**config.mk**
```make
export PLATFORM = sky130hd
export DESIGN_NAME = computed_torque_joint_control_flat
export DESIGN_NICKNAME = d
export VERILOG_FILES = /design/src/hdl/ctjc_pkg.sv /design/src/hdl/ctjc_chan_if.sv /design/src/hdl/ctjc_mult.sv /design/src/hdl/ctjc_ref_store.sv /design/src/hdl/computed_torque_joint_control.sv /design/src/flat_wrapper.sv
export VERILOG_INCLUDE_DIRS = /design/src /design/src/hdl
export SDC_FILE = /design/constraint.sdc
export NUM_CORES = 2
export LEC_CHECK = 0
export BUFFER_PORTS_ARGS = -buffer_cell sky130_fd_sc_hd__buf_2
export CAP_MARGIN = 20
export CORE_MARGIN = 2
export CORE_UTILIZATION = 50
export CTS_BUF_LIST = sky130_fd_sc_hd__clkbuf_16
export DETAILED_ROUTE_END_ITERATION = 8
export PLACE_DENSITY = 0.65
export SETUP_SLACK_MARGIN = 0.5
export SYNTH_ARGS = -nofsm -noshare
export SYNTH_HDL_FRONTEND = slang
export SYNTH_SLANG_ARGS = --single-unit
```
**constraint.sdc**
```tcl
create_clock -name clock -period 12.25 [get_ports clock]
set_input_delay 1.225 -clock clock [delete_from_list [all_inputs] [get_ports clock]]
set_output_delay 1.225 -clock clock [all_outputs]
set_load 0.03 [all_outputs]
```
**src/hdl/assert_macros.svh**
```systemverilog
// ----------------------------------------------------------------------------
// Assertion macros
// Shorthand for the concurrent checks of the joint controller.
// ----------------------------------------------------------------------------
`ifndef ASSERT_MACROS_SVH
`define ASSERT_MACROS_SVH

// The consequent must hold in the same cycle as the antecedent.
`define ASSERT_IMPLY(label, clk, rst, ante, cons) \
   label: assert property (@(posedge clk) disable iff (rst) (ante) |-> (cons)) \
      else $error("assertion failed");

// The consequent must hold in the cycle after the antecedent.
`define ASSERT_NEXT(label, clk, rst, ante, cons) \
   label: assert property (@(posedge clk) disable iff (rst) (ante) |=> (cons)) \
      else $error("assertion failed");

`endif

```
**src/hdl/ctjc_pkg.sv**
```systemverilog
`timescale 1ns / 1ps
// ----------------------------------------------------------------------------
// Computed-torque controller package
// Widths, codes and reset values shared by the controller files.
// ----------------------------------------------------------------------------
package ctjc_pkg;

   localparam int DATA_W   = 32;   // Q16.16 data words
   localparam int JIDX_W   = 3;    // joint, row and column index fields
   localparam int GAIN_W   = 31;   // unsigned Q15.16 gains
   localparam int CSR_IDX_W = 2;
   localparam int ACC_W    = 48;   // row accumulator
   localparam int SUM_W    = 50;   // working sum, wide enough for every step
   localparam int MUL_W    = 33;   // multiplier operand width
   localparam int PROD_W   = 2 * MUL_W;
   localparam int FRAC_W   = 16;

   localparam int MAX_JOINTS_DEFAULT = 7;

   localparam logic [GAIN_W-1:0] GAIN_RESET   = GAIN_W'(65536);
   localparam logic [JIDX_W-1:0] JOINTS_RESET = JIDX_W'(7);

   localparam logic FUNC_JOINT   = 1'b0;
   localparam logic FUNC_INERTIA = 1'b1;

   localparam logic [CSR_IDX_W-1:0] CSR_GAIN_POSITION = 2'd0;
   localparam logic [CSR_IDX_W-1:0] CSR_GAIN_VELOCITY = 2'd1;
   localparam logic [CSR_IDX_W-1:0] CSR_JOINTS_IN_USE = 2'd2;

endpackage

```
**src/hdl/ctjc_chan_if.sv**
```systemverilog
`timescale 1ns / 1ps
// ----------------------------------------------------------------------------
// Controller channels
// Valid/ready channels for joint and inertia words in and torque words out.
// ----------------------------------------------------------------------------
interface ctjc_req_if;
   logic                                 valid;
   logic                                 ready;
   logic                                 func;
   logic        [ctjc_pkg::JIDX_W-1:0]   row_index;
   logic        [ctjc_pkg::JIDX_W-1:0]   col_index;
   logic signed [ctjc_pkg::DATA_W-1:0]   pos_target;
   logic signed [ctjc_pkg::DATA_W-1:0]   vel_target;
   logic signed [ctjc_pkg::DATA_W-1:0]   acc_target;
   logic signed [ctjc_pkg::DATA_W-1:0]   pos_measured;
   logic signed [ctjc_pkg::DATA_W-1:0]   vel_measured;
   logic signed [ctjc_pkg::DATA_W-1:0]   inertia_element;
   logic signed [ctjc_pkg::DATA_W-1:0]   bias_torque;

   modport source (
      output valid, func, row_index, col_index, pos_target, vel_target, acc_target,
             pos_measured, vel_measured, inertia_element, bias_torque,
      input  ready
   );
   modport sink (
      input  valid, func, row_index, col_index, pos_target, vel_target, acc_target,
             pos_measured, vel_measured, inertia_element, bias_torque,
      output ready
   );
endinterface

interface ctjc_rsp_if;
   logic                                 valid;
   logic                                 ready;
   logic        [ctjc_pkg::JIDX_W-1:0]   torque_row;
   logic signed [ctjc_pkg::DATA_W-1:0]   torque;
   logic                                 clipped;

   modport source (
      output valid, torque_row, torque, clipped,
      input  ready
   );
   modport sink (
      input  valid, torque_row, torque, clipped,
      output ready
   );
endinterface

```
**src/hdl/ctjc_mult.sv**
```systemverilog
`timescale 1ns / 1ps
// ----------------------------------------------------------------------------
// Shared multiplier
// Signed 33 x 33 multiplier with a registered product, time-shared by the
// gain products and the inertia products.
// ----------------------------------------------------------------------------
module ctjc_mult (
   input  logic                                clock,
   input  logic signed [ctjc_pkg::MUL_W-1:0]   op_a,
   input  logic signed [ctjc_pkg::MUL_W-1:0]   op_b,
   output logic signed [ctjc_pkg::PROD_W-1:0]  prod_ff
);

   always_ff @(posedge clock) begin
      prod_ff <= op_a * op_b;
   end

endmodule

```
**src/hdl/ctjc_ref_store.sv**
```systemverilog
`timescale 1ns / 1ps
// ----------------------------------------------------------------------------
// Reference acceleration store
// One entry per joint, one write port and one registered read port.
// ----------------------------------------------------------------------------
module ctjc_ref_store #(
   parameter int DEPTH  = ctjc_pkg::MAX_JOINTS_DEFAULT,
   parameter int ADDR_W = (DEPTH > 1) ? $clog2(DEPTH) : 1
) (
   input  logic                               clock,
   input  logic                               wr_en,
   input  logic        [ADDR_W-1:0]           wr_addr,
   input  logic signed [ctjc_pkg::DATA_W-1:0] wr_data,
   input  logic                               rd_en,
   input  logic        [ADDR_W-1:0]           rd_addr,
   output logic signed [ctjc_pkg::DATA_W-1:0] rd_data_ff
);

   logic signed [ctjc_pkg::DATA_W-1:0] mem [DEPTH];

   always_ff @(posedge clock) begin
      if (wr_en) begin
         mem[wr_addr] <= wr_data;
      end
   end

   always_ff @(posedge clock) begin
      if (rd_en) begin
         rd_data_ff <= mem[rd_addr];
      end
   end

endmodule

```
**src/hdl/computed_torque_joint_control.sv**
```systemverilog
`timescale 1ns / 1ps
// ----------------------------------------------------------------------------
// Computed-torque joint controller
// Stores v = ddq_des + Kd*(dq_des - dq) + Kp*(q_des - q) per joint and
// streams tau(i) = bias(i) + sum_j M(i,j)*v(j), all in Q16.16.
// ----------------------------------------------------------------------------
//
//   Channel   Direction  Carries
//   req_chan  in         joint word (func 0) or inertia element word (func 1)
//   rsp_chan  out        torque word at the last column of a row
//   csr_*     in         register writes: Kp, Kd, joints in use
//
// A joint word passes through accept, two products, and sum and store, and an
// inertia word through accept, product and accumulate, all paced by the one
// shared 33 x 33 multiplier and its product register. The block is not ready
// while a word is in work. A torque word waits in an output register; the
// next word is accepted meanwhile, and its last-column step holds until that
// register is free. Reset is synchronous and clears the gains to 1.0, the
// joint count to 7 and the row accumulator to zero.
//
module computed_torque_joint_control #(
   parameter int MAX_JOINTS = ctjc_pkg::MAX_JOINTS_DEFAULT
) (
   input  logic                                 clock,
   input  logic                                 reset,
   ctjc_req_if.sink                             req_chan,
   ctjc_rsp_if.source                           rsp_chan,
   input  logic                                 csr_wr_en,
   input  logic [ctjc_pkg::CSR_IDX_W-1:0]       csr_index,
   input  logic [ctjc_pkg::GAIN_W-1:0]          csr_wdata
);

   `include "assert_macros.svh"

   localparam int ADDR_W = (MAX_JOINTS > 1) ? $clog2(MAX_JOINTS) : 1;
   localparam int DW     = ctjc_pkg::DATA_W;
   localparam int SW     = ctjc_pkg::SUM_W;
   localparam int AW     = ctjc_pkg::ACC_W;
   localparam int MW     = ctjc_pkg::MUL_W;
   localparam int PW     = ctjc_pkg::PROD_W;
   localparam logic [4:0] MAXJ = 5'(MAX_JOINTS);

   localparam logic signed [DW-1:0] DATA_MAX = {1'b0, {(DW-1){1'b1}}};
   localparam logic signed [DW-1:0] DATA_MIN = {1'b1, {(DW-1){1'b0}}};
   localparam logic signed [AW-1:0] ACC_MAX  = {1'b0, {(AW-1){1'b1}}};
   localparam logic signed [AW-1:0] ACC_MIN  = {1'b1, {(AW-1){1'b0}}};

   typedef enum logic [2:0] {
      ST_IDLE,
      ST_MUL_D,
      ST_MUL_P,
      ST_ADD_P,
      ST_MUL_M,
      ST_ACC_M
   } state_type;

   state_type state_ff, state_in;

   logic [ctjc_pkg::GAIN_W-1:0] gain_pos_ff, gain_pos_in;
   logic [ctjc_pkg::GAIN_W-1:0] gain_vel_ff, gain_vel_in;
   logic [ctjc_pkg::JIDX_W-1:0] joints_ff, joints_in;

   logic signed [SW-1:0]  sum_ff, sum_in;
   logic signed [AW-1:0]  acc_ff, acc_in;
   logic signed [MW-1:0]  opa_ff, opa_in;
   logic signed [MW-1:0]  ope_ff, ope_in;
   logic [ctjc_pkg::JIDX_W-1:0] row_ff, row_in;
   logic                  last_ff, last_in;

   logic                  rsp_valid_ff, rsp_valid_in;
   logic [ctjc_pkg::JIDX_W-1:0] rsp_row_ff, rsp_row_in;
   logic signed [DW-1:0]  rsp_torque_ff, rsp_torque_in;
   logic                  rsp_clipped_ff, rsp_clipped_in;

   logic signed [MW-1:0]  mul_a, mul_b;
   logic signed [PW-1:0]  prod_ff;
   logic signed [DW-1:0]  rd_data_ff;
   logic                  wr_en;
   logic signed [DW-1:0]  wr_data;

   logic [4:0]            n_eff, jn5, row5, col5;
   logic                  accept, in_range, out_free;
   logic signed [SW-1:0]  term, sum_new;
   logic                  fits32, fits48;
   logic signed [DW-1:0]  sat32;
   logic signed [AW-1:0]  sat48;

   // Effective joint count, clamped to one through the store depth.
   assign jn5   = 5'(joints_ff);
   assign n_eff = (joints_ff == '0) ? 5'd1 : ((jn5 > MAXJ) ? MAXJ : jn5);
   assign row5  = 5'(req_chan.row_index);
   assign col5  = 5'(req_chan.col_index);
   assign in_range = (row5 < n_eff) &&
                     ((req_chan.func == ctjc_pkg::FUNC_JOINT) || (col5 < n_eff));

   assign req_chan.ready = (state_ff == ST_IDLE);
   assign accept         = req_chan.valid && req_chan.ready;
   assign out_free       = !rsp_valid_ff || rsp_chan.ready;

   // Product floored to Q16.16, then the single shared adder.
   assign term    = $signed(prod_ff[PW-1:ctjc_pkg::FRAC_W]);
   assign sum_new = sum_ff + term;

   assign fits32 = (sum_new[SW-1:DW-1] == {(SW-DW+1){sum_new[SW-1]}});
   assign fits48 = (sum_new[SW-1:AW-1] == {(SW-AW+1){sum_new[SW-1]}});
   assign sat32  = fits32 ? sum_new[DW-1:0] : (sum_new[SW-1] ? DATA_MIN : DATA_MAX);
   assign sat48  = fits48 ? sum_new[AW-1:0] : (sum_new[SW-1] ? ACC_MIN : ACC_MAX);

   assign wr_en   = (state_ff == ST_ADD_P);
   assign wr_data = sat32;

   always_comb begin
      unique case (state_ff)
         ST_MUL_D: begin
            mul_a = opa_ff;
            mul_b = MW'(gain_vel_ff);
         end
         ST_MUL_P: begin
            mul_a = ope_ff;
            mul_b = MW'(gain_pos_ff);
         end
         // The operands stay on while the accumulate step waits, so the
         // product register keeps the inertia product.
         ST_MUL_M, ST_ACC_M: begin
            mul_a = opa_ff;
            mul_b = MW'(rd_data_ff);
         end
         default: begin
            mul_a = '0;
            mul_b = '0;
         end
      endcase
   end

   ctjc_mult u_mult (
      .clock   (clock),
      .op_a    (mul_a),
      .op_b    (mul_b),
      .prod_ff (prod_ff)
   );

   ctjc_ref_store #(
      .DEPTH  (MAX_JOINTS),
      .ADDR_W (ADDR_W)
   ) u_ref_store (
      .clock      (clock),
      .wr_en      (wr_en),
      .wr_addr    (ADDR_W'(row_ff)),
      .wr_data    (wr_data),
      .rd_en      (accept),
      .rd_addr    (ADDR_W'(req_chan.col_index)),
      .rd_data_ff (rd_data_ff)
   );

   always_comb begin
      state_in       = state_ff;
      gain_pos_in    = gain_pos_ff;
      gain_vel_in    = gain_vel_ff;
      joints_in      = joints_ff;
      sum_in         = sum_ff;
      acc_in         = acc_ff;
      opa_in         = opa_ff;
      ope_in         = ope_ff;
      row_in         = row_ff;
      last_in        = last_ff;
      rsp_row_in     = rsp_row_ff;
      rsp_torque_in  = rsp_torque_ff;
      rsp_clipped_in = rsp_clipped_ff;
      rsp_valid_in   = rsp_valid_ff && !rsp_chan.ready;

      if (csr_wr_en) begin
         unique case (csr_index)
            ctjc_pkg::CSR_GAIN_POSITION: gain_pos_in = csr_wdata;
            ctjc_pkg::CSR_GAIN_VELOCITY: gain_vel_in = csr_wdata;
            ctjc_pkg::CSR_JOINTS_IN_USE: joints_in = csr_wdata[ctjc_pkg::JIDX_W-1:0];
            default: ;
         endcase
      end

      unique case (state_ff)
         ST_IDLE: begin
            // Words with an index beyond the joints in use are dropped.
            if (accept && in_range) begin
               row_in  = req_chan.row_index;
               last_in = (col5 == n_eff - 5'd1);
               if (req_chan.func == ctjc_pkg::FUNC_JOINT) begin
                  ope_in   = MW'(req_chan.pos_target) - MW'(req_chan.pos_measured);
                  opa_in   = MW'(req_chan.vel_target) - MW'(req_chan.vel_measured);
                  sum_in   = SW'(req_chan.acc_target);
                  state_in = ST_MUL_D;
               end else begin
                  opa_in   = MW'(req_chan.inertia_element);
                  sum_in   = (req_chan.col_index == '0) ? SW'(req_chan.bias_torque)
                                                        : SW'(acc_ff);
                  state_in = ST_MUL_M;
               end
            end
         end
         ST_MUL_D: begin
            state_in = ST_MUL_P;
         end
         ST_MUL_P: begin
            sum_in   = sum_new;
            state_in = ST_ADD_P;
         end
         ST_ADD_P: begin
            state_in = ST_IDLE;
         end
         ST_MUL_M: begin
            state_in = ST_ACC_M;
         end
         ST_ACC_M: begin
            // A closing column waits until the torque register can take it.
            if (!last_ff || out_free) begin
               acc_in   = sat48;
               state_in = ST_IDLE;
               if (last_ff) begin
                  rsp_valid_in   = 1'b1;
                  rsp_row_in     = row_ff;
                  rsp_torque_in  = sat32;
                  rsp_clipped_in = !fits32;
               end
            end
         end
         default: begin
            state_in = ST_IDLE;
         end
      endcase
   end

   always_ff @(posedge clock) begin
      if (reset) begin
         state_ff     <= ST_IDLE;
         gain_pos_ff  <= ctjc_pkg::GAIN_RESET;
         gain_vel_ff  <= ctjc_pkg::GAIN_RESET;
         joints_ff    <= ctjc_pkg::JOINTS_RESET;
         acc_ff       <= '0;
         rsp_valid_ff <= 1'b0;
      end else begin
         state_ff     <= state_in;
         gain_pos_ff  <= gain_pos_in;
         gain_vel_ff  <= gain_vel_in;
         joints_ff    <= joints_in;
         acc_ff       <= acc_in;
         rsp_valid_ff <= rsp_valid_in;
      end
      sum_ff         <= sum_in;
      opa_ff         <= opa_in;
      ope_ff         <= ope_in;
      row_ff         <= row_in;
      last_ff        <= last_in;
      rsp_row_ff     <= rsp_row_in;
      rsp_torque_ff  <= rsp_torque_in;
      rsp_clipped_ff <= rsp_clipped_in;
   end

   assign rsp_chan.valid      = rsp_valid_ff;
   assign rsp_chan.torque_row = rsp_row_ff;
   assign rsp_chan.torque     = rsp_torque_ff;
   assign rsp_chan.clipped    = rsp_clipped_ff;

   // A word within the joints in use keeps the block busy the following cycle.
   `ASSERT_NEXT(a_busy_after_accept, clock, reset, accept && in_range, !req_chan.ready)

   // A new torque word only ever comes out of the accumulate step.
   `ASSERT_IMPLY(a_rsp_from_acc, clock, reset,
                 rsp_chan.valid && !$past(rsp_chan.valid), $past(state_ff) == ST_ACC_M)

   // A saturated torque sits at one of the two limits.
   `ASSERT_IMPLY(a_clip_at_limit, clock, reset, rsp_chan.valid && rsp_chan.clipped,
                 (rsp_chan.torque == DATA_MAX) || (rsp_chan.torque == DATA_MIN))

endmodule
```
**src/flat_wrapper.sv**
```systemverilog
// flat-port wrapper written by rule: the top's interface ports become plain ports
module computed_torque_joint_control_flat 
#(
   parameter int MAX_JOINTS = ctjc_pkg::MAX_JOINTS_DEFAULT
)
  (clock, reset, csr_wr_en, csr_index, csr_wdata, req_chan_valid, req_chan_func, req_chan_row_index, req_chan_col_index, req_chan_pos_target, req_chan_vel_target, req_chan_acc_target, req_chan_pos_measured, req_chan_vel_measured, req_chan_inertia_element, req_chan_bias_torque, req_chan_ready, rsp_chan_valid, rsp_chan_torque_row, rsp_chan_torque, rsp_chan_clipped, rsp_chan_ready);
  ctjc_req_if req_chan_i ();
  ctjc_rsp_if rsp_chan_i ();
  input  logic clock;
  input  logic reset;
  input  logic csr_wr_en;
  input  logic [ctjc_pkg::CSR_IDX_W-1:0] csr_index;
  input  logic [ctjc_pkg::GAIN_W-1:0] csr_wdata;
  input wire logic [$bits(req_chan_i.valid)-1:0] req_chan_valid;
  input wire logic [$bits(req_chan_i.func)-1:0] req_chan_func;
  input wire logic [$bits(req_chan_i.row_index)-1:0] req_chan_row_index;
  input wire logic [$bits(req_chan_i.col_index)-1:0] req_chan_col_index;
  input wire logic [$bits(req_chan_i.pos_target)-1:0] req_chan_pos_target;
  input wire logic [$bits(req_chan_i.vel_target)-1:0] req_chan_vel_target;
  input wire logic [$bits(req_chan_i.acc_target)-1:0] req_chan_acc_target;
  input wire logic [$bits(req_chan_i.pos_measured)-1:0] req_chan_pos_measured;
  input wire logic [$bits(req_chan_i.vel_measured)-1:0] req_chan_vel_measured;
  input wire logic [$bits(req_chan_i.inertia_element)-1:0] req_chan_inertia_element;
  input wire logic [$bits(req_chan_i.bias_torque)-1:0] req_chan_bias_torque;
  output wire logic [$bits(req_chan_i.ready)-1:0] req_chan_ready;
  output wire logic [$bits(rsp_chan_i.valid)-1:0] rsp_chan_valid;
  output wire logic [$bits(rsp_chan_i.torque_row)-1:0] rsp_chan_torque_row;
  output wire logic [$bits(rsp_chan_i.torque)-1:0] rsp_chan_torque;
  output wire logic [$bits(rsp_chan_i.clipped)-1:0] rsp_chan_clipped;
  input wire logic [$bits(rsp_chan_i.ready)-1:0] rsp_chan_ready;
  assign req_chan_i.valid = req_chan_valid;
  assign req_chan_i.func = req_chan_func;
  assign req_chan_i.row_index = req_chan_row_index;
  assign req_chan_i.col_index = req_chan_col_index;
  assign req_chan_i.pos_target = req_chan_pos_target;
  assign req_chan_i.vel_target = req_chan_vel_target;
  assign req_chan_i.acc_target = req_chan_acc_target;
  assign req_chan_i.pos_measured = req_chan_pos_measured;
  assign req_chan_i.vel_measured = req_chan_vel_measured;
  assign req_chan_i.inertia_element = req_chan_inertia_element;
  assign req_chan_i.bias_torque = req_chan_bias_torque;
  assign req_chan_ready = req_chan_i.ready;
  assign rsp_chan_valid = rsp_chan_i.valid;
  assign rsp_chan_torque_row = rsp_chan_i.torque_row;
  assign rsp_chan_torque = rsp_chan_i.torque;
  assign rsp_chan_clipped = rsp_chan_i.clipped;
  assign rsp_chan_i.ready = rsp_chan_ready;
  computed_torque_joint_control #(.MAX_JOINTS(MAX_JOINTS)) u_core (.clock(clock), .reset(reset), .req_chan(req_chan_i), .rsp_chan(rsp_chan_i), .csr_wr_en(csr_wr_en), .csr_index(csr_index), .csr_wdata(csr_wdata));
endmodule
```
=== Word level (Yosys, flattened, before mapping) ===
Memory sizes are Yosys's and may differ from the RTL's. A register that Yosys moved wholly into a read port is not among the register bits.
Index checks and enable logic that the tools add are counted.

* Equal/unequal tests: 12
* Order comparisons: 3
* Bitwise operators: 1
* $mul: 1
* Reduce and logical (&&, ||, !) cells: 27
* Multiplexer cells: 22
* $add $sub $neg: 4

{| class="wikitable"
|+ Operators by type and width
! cell !! count
|-
| 2-to-1 mux 50 bit || 3
|-
| case mux 50 bit (2 select lines) || 1
|-
| case mux 33 bit (3 select lines) || 1
|-
| 2-to-1 mux 48 bit || 2
|-
| multiplier 33 x 33 -> 66 bit || 1
|-
| case mux 33 bit (2 select lines) || 1
|-
| subtractor 32 x 32 -> 33 bit || 2
|-
| 2-to-1 mux 32 bit || 2
|-
| adder 50 bit || 1
|-
| 2-to-1 mux 33 bit || 1
|-
| == test 18 bit || 1
|-
| case mux 3 bit (5 select lines) || 1
|-
| AND reduction 2 bit || 7
|-
| 2-to-1 mux 3 bit || 4
|-
| < comparator 3 x 5 -> 1 bit || 2
|-
| logical NOT 3 bit || 3
|-
| == test 3 x 2 -> 1 bit, second input constant || 2
|-
| == test 3 bit, second input constant || 2
|-
| AND reduction 3 bit || 2
|-
| == test 3 x 5 -> 1 bit || 1
|-
| 2-to-1 mux 1 bit || 5
|-
| 2-to-1 mux 5 bit || 1
|-
| subtractor 5 x 1 -> 5 bit, second input constant || 1
|-
| logical AND 1 bit || 4
|-
| other kinds (14) || 19
|}

* Bits in writable memories: 224
* Word-level logic and storage cells: 86
* Input port bits: 269
* Memories: 1
* Output and inout bits: 38
* Register bits after elaboration: 339

{| class="wikitable"
|+ Memories
! memory !! depth !! width !! read ports !! clocked after Yosys merged registers in !! write ports !! RTL line !! source
|-
| u_core.u_ref_store.mem || 7 || 32 || 1 || 1 || 1 || ctjc_ref_store.sv:19 || <nowiki>logic signed [ctjc_pkg::DATA_W-1:0] mem [DEPTH];</nowiki>
|}

=== Logic depth before layout (Yosys ltp) ===
* Depth after elaboration: 9
* Mapped depth: 37
* Depth with buffers taken out: 34

=== By module ===
Synthesis repeated with hierarchy kept, for this count alone.

* Cell total of the unflattened synthesis: 6937
* Area total of the unflattened synthesis: 68652.1 µm²

{| class="wikitable"
|+ Modules (own cells, without submodules)
! module !! sequential area each (µm²) !! area an instance (µm²) !! instances !! cells each
|-
| ctjc_mult || 1321.3 || 40047.2 || 1 || 4249
|-
| computed_torque_joint_control || 7026.7 || 18440.2 || 1 || 2197
|-
| ctjc_ref_store || 7687.4 || 10164.7 || 1 || 491
|}

=== Least setup slack after synthesis ===
No wires, ideal clock.

* Path kind: register -> register
* From: register u_core.state_ff[0]
* To: register u_core.u_mult.prod_ff[65] (netlist name)
* Slack: 2806 ps
* Clock period less this slack: 9444 ps
* Setup time: 62 ps
* Cell stages (with the launch flop): 32
* Required time: 12188 ps
* Buffers on the path: 3
* Arrival: 9382 ps
* Cell sequence: dfxtp_1 > buf_4 > nor2_1 > nor2_1 > clkbuf_1 > a22oi_1 > clkbuf_1 > nor2_1 > fa_1 > fa_1 > fa_1 > fa_1 > fa_1 > fa_1 > fa_1 > inv_1 > fa_1 > inv_1 > ha_1 > a21o_1 > a21o_1 > a21o_1 > a21o_1 > a21oi_1 > o21ai_0 > a221o_1 > a21o_1 > o21ai_1 > a21oi_1 > or4_4 > a2111o_1 > nand3_1

* Cells in the longest elaborated chain, start to end: 4
* Elaborated cells on any way between the ends: 9
* Those cells by class: mul (1); eq/ne (4); mux (2); reduce/logical (2)

{| class="wikitable"
|+ RTL lines
! what !! RTL line !! source
|-
| start: declaration || computed_torque_joint_control.sv:57 || <nowiki>state_type state_ff, state_in;</nowiki>
|-
| start signal: assignment || computed_torque_joint_control.sv:240 || <nowiki>state_ff <= state_in;</nowiki>
|-
| == test 3 x 1 -> 1 bit / == test 3 bit (equally long branches) || computed_torque_joint_control.sv:113 || <nowiki>unique case (state_ff)</nowiki>
|-
| OR reduction 3 bit (no source line) / OR reduction 2 bit (equally long branches) || - ||
|-
| case mux 33 bit (2 select lines) / case mux 33 bit (3 select lines) (equally long branches) || computed_torque_joint_control.sv:113 ||
|-
| multiplier 33 x 33 -> 66 bit (*) || ctjc_mult.sv:15 || <nowiki>prod_ff <= op_a * op_b;</nowiki>
|-
| end signal: assignment || ctjc_mult.sv:15 ||
|-
| end: declaration || ctjc_mult.sv:11 || <nowiki>output logic signed [ctjc_pkg::PROD_W-1:0] prod_ff</nowiki>
|}

Mark *: on every way between the ends. The rest lies on a longest branch, timed or not.
A chain may end at the register's enable or synchronous reset.

=== Worst setup path after layout ===
* From: register u_core.state_ff[2]
* To: register u_core.u_mult.prod_ff[65] (netlist name)

The elaborated chain is that of the path after synthesis.

==> results.py <==
metrics = {
    "sta": {
        "setup-violations-final": 0,
        "tightest_slew_ns": 1.14,
        "worst_slack_ns": 1.31,
        "finalMaxSlewViolations": 0,
        "post-route-period-util": 0.893,
        "fin_tns_setup_ns": 0,
        "hold_viol_final": 0,
        "min_period_ns": 10.94,
        "slew-limit-headroom": 0.235,
        "max_freq_ghz": 0.0914,
        "grt_setup_unrepaired": "false",
        "finClkSkew_ns": 0.0855,
    },
    "critical_path": {
        "cp-startpoint": "u_core.state_ff[2]",
        "cpPeakStageDelay_ns": 0.79,
        "rr_endpoint": "u_core.u_mult.prod_ff[65]",
        "path_delay_family": "adder cells",
        "critPathSlowestCell": "dfxtp_1",
        "cp_data_arrival_time_ns": 11.50,
        "required_ns": 12.82,
        "criticalPathCategory": "flop to flop",
        "critPathCaptureType": "flop",
        "rr_worst_depth": 32,
        "cp.buffers_inverters": 6,
        "startpoint_type": "flop",
        "worst_path_most_repeated_cell": "fa_1",
        "cp_max_fo": 23,
        "cp_num_cells": 32,
        "cp-endpoint": "u_core.u_mult.prod_ff[65]",
        "rrSetupSlack_ns": 1.31,
        "rr_startpoint": "u_core.state_ff[2]",
    },
    "cts": {
        "post_cts_resized": 0,
        "cts-buffers-inserted": 60,
        "cts_buffer_depth": 3,
        "clock_sinks": 579,
        "htree_levels": 2,
        "clkLatencyLatePin_ns": 0.70,
        "path_clk_slew_ns": 0.06,
        "cts_tree": "done",
        "cts_root_buf": "clkbuf_16",
        "post_cts_buffers": 0,
        "hold_buffers": 0,
    },
    "synthesis": {
        "synth_area_um2": 65500,
        "synth.distinct_cells": 83,
        "synth_seq_cells": 579,
        "ys_dominant_reg_cell": "edfxtp_1",
        "synth_cells": 6763,
        "ys_warn_count": 0,
        "synth_area_per_cell_um2": 9.69,
        "yosysSeqAreaShare": 0.240,
        "async_reset_ff_frac": 0,
        "synth-edff-count": 412,
        "syn_nets": 8511,
    },
    "pwr": {
        "ir_worst_vdd_v": 0.000174,
        "p_total_uw": 11400,
        "cellLeakagePower_uw": 0.0335,
        "p_per_area_nw_per_um2": 159,
    },
    "global_route": {
        "grt-ovfl-total": 0,
        "grt_pass1_wl_um": 328000,
        "grt_pass1_vias": 52500,
        "grtUsageTotal": 0.327,
        "grt_max_degree": 87,
        "antenna_found_initial": 14,
    },
    "placement": {
        "place_ws_ns": 1.50,
        "gp_congestion": 1.01,
        "port_buffers": 306,
        "post-dp-hpwl_um": 170000,
    },
    "drt": {
        "ant_nets": 0,
        "routed_wl_um": 215000,
        "drt_first_pass_iters": 6,
        "drtIter0Drc": 5083,
        "drc": 0,
        "wire_per_inst_um": 24.5,
        "vias": 50200,
        "avgViaCountPerCell": 5.71,
    },
    "min_path": {
        "holdPathStages": 2,
        "hold_path.class": "flop to flop",
    },
    "die": {
        "io_pins": 307,
        "dieWidth_um": 366,
        "coreArea_um2": 130000,
        "start_util": 0.505,
        "die-area_um2": 134000,
        "fp-row-count": 132,
        "dieHeight_um": 366,
    },
    "finish": {
        "nets": 8733,
        "areaGrowthSynthToFinish_pct": 9.41,
        "layout_common_cells": "inv_1, fa_1, nand2_1",
        "drive_gt1_frac": 0.104,
        "mostFrequentLayoutCell": "inv_1",
    },
    "status": {
        "status": "completed",
    },
    "job": {
        "cap_viol_max_count": 0,
    },
}
-- power breakdown --
part	switching (µW)	internal [µW]	leakage, µW
Sequential	143	2770	0.00514
Clock	866	1080	0.00104
Combinational	4560	2000	0.0273
Total	5570	5850	0.0335
-- how the worst min path moves through the flow --
stage | from | to | slack (ns)
final | u_core.gain_vel_ff[0] | u_core.gain_vel_ff[0] | 0.45
after floorplan | u_core.joints_ff[0] | u_core.joints_ff[0] | 0.43
after global routing | u_core.gain_vel_ff[27] | u_core.gain_vel_ff[27] | 0.48
after detailed placement | u_core.gain_vel_ff[0] | u_core.gain_vel_ff[0] | 0.44
after CTS | u_core.gain_vel_ff[0] | u_core.gain_vel_ff[0] | 0.45
after global placement | u_core.gain_vel_ff[0] | u_core.gain_vel_ff[0] | 0.44
-- cell families after synthesis --
| group | count (synthesis) | share of synthesized area |
|---|---|---|
| AO/OA/AOI/OAI | 900 | 0.0868 |
| XOR/XNOR | 156 | 0.0208 |
| adder cells (fa/ha/maj) | 1479 | 0.414 |
| buffers and inverters | 1555 | 0.0893 |
| flip-flops | 579 | 0.240 |
| multiplexers | 105 | 0.0228 |
| AND/OR/NAND/NOR | 1989 | 0.127 |
-- Yosys cell counts, drive strengths merged, types with 31 or more instances --
master  number  share of area
inv       1235          0.071
fa        1148           0.35
nand2      879          0.050
nor2       751          0.043
edfxtp     412           0.19
ha         331          0.063
clkbuf     277          0.016
a21oi      275          0.021
o21ai      200          0.015
dfxtp      167          0.051
xnor2      106          0.014
nand2b      80         0.0076
a21o        74         0.0085
nand3       74         0.0057
a211oi      62         0.0071
a22oi       61         0.0070
xor2        50         0.0067
buf         43         0.0027
nor3        41         0.0032
mux2i       37         0.0057
nor2b       37         0.0035
mux2        36         0.0062
o211ai      36         0.0041
mux4        32          0.011
a22o        31         0.0041
-- per-layer routing --
| metal | GRT usage | up-vias | share of wire |
|---|---|---|---|
| li1 | - | 21700 | - |
| met1 | 0.445 | 25300 | 0.40 |
| met2 | 0.505 | 2635 | 0.45 |
| met3 | 0.0750 | 510 | 0.10 |
| met4 | 0.138 | 8 | 0.051 |
| met5 | 0 | - | 0.00023 |
-- sequential cells by signal (all words and copies together) (netlist names), 3 cells and up --
| register | flops |
|---|---|
| u_core.acc_ff | 48 |
| u_core.gain_pos_ff | 31 |
| u_core.gain_vel_ff | 31 |
| u_core.joints_ff | 3 |
| u_core.opa_ff | 33 |
| u_core.ope_ff | 33 |
| u_core.row_ff | 3 |
| u_core.rsp_chan.torque | 32 |
| u_core.rsp_chan.torque_row | 3 |
| u_core.state_ff | 3 |
| u_core.sum_ff | 50 |
| u_core.u_mult.prod_ff | 50 |
| u_core.u_ref_store.mem | 224 |
| u_core.u_ref_store.rd_data_ff | 32 |
-- layout make-up --
cell class	instances	area, µm²
sequential	579	15700
tap	1742	2180
clock inverter	54	603
clock buffer	60	1500
antenna	5	12.5
inverter	1235	4640
timing repair buffer	480	2880
fill	11700	58100
multi-input combinational	4629	44200
-- metrics by stage --
step                std cells  hold slack, ns  area (µm²)  utilization
floorplan                6763           0.429       65500            -
global placement         8659           0.443       69500        0.536
detailed placement       8663           0.443       69600        0.536
CTS                      8777           0.451       71700        0.552
global route             8779           0.480       71700        0.552
finish                   8784           0.453       71700        0.552
-- tightest hold or removal path, stage by stage (launching register included) --
cell	delay [ns]
dfxtp_1	0.31
nand2_1	0.05
a21oi_1	0.05
(Power assumes the default switching activity.)
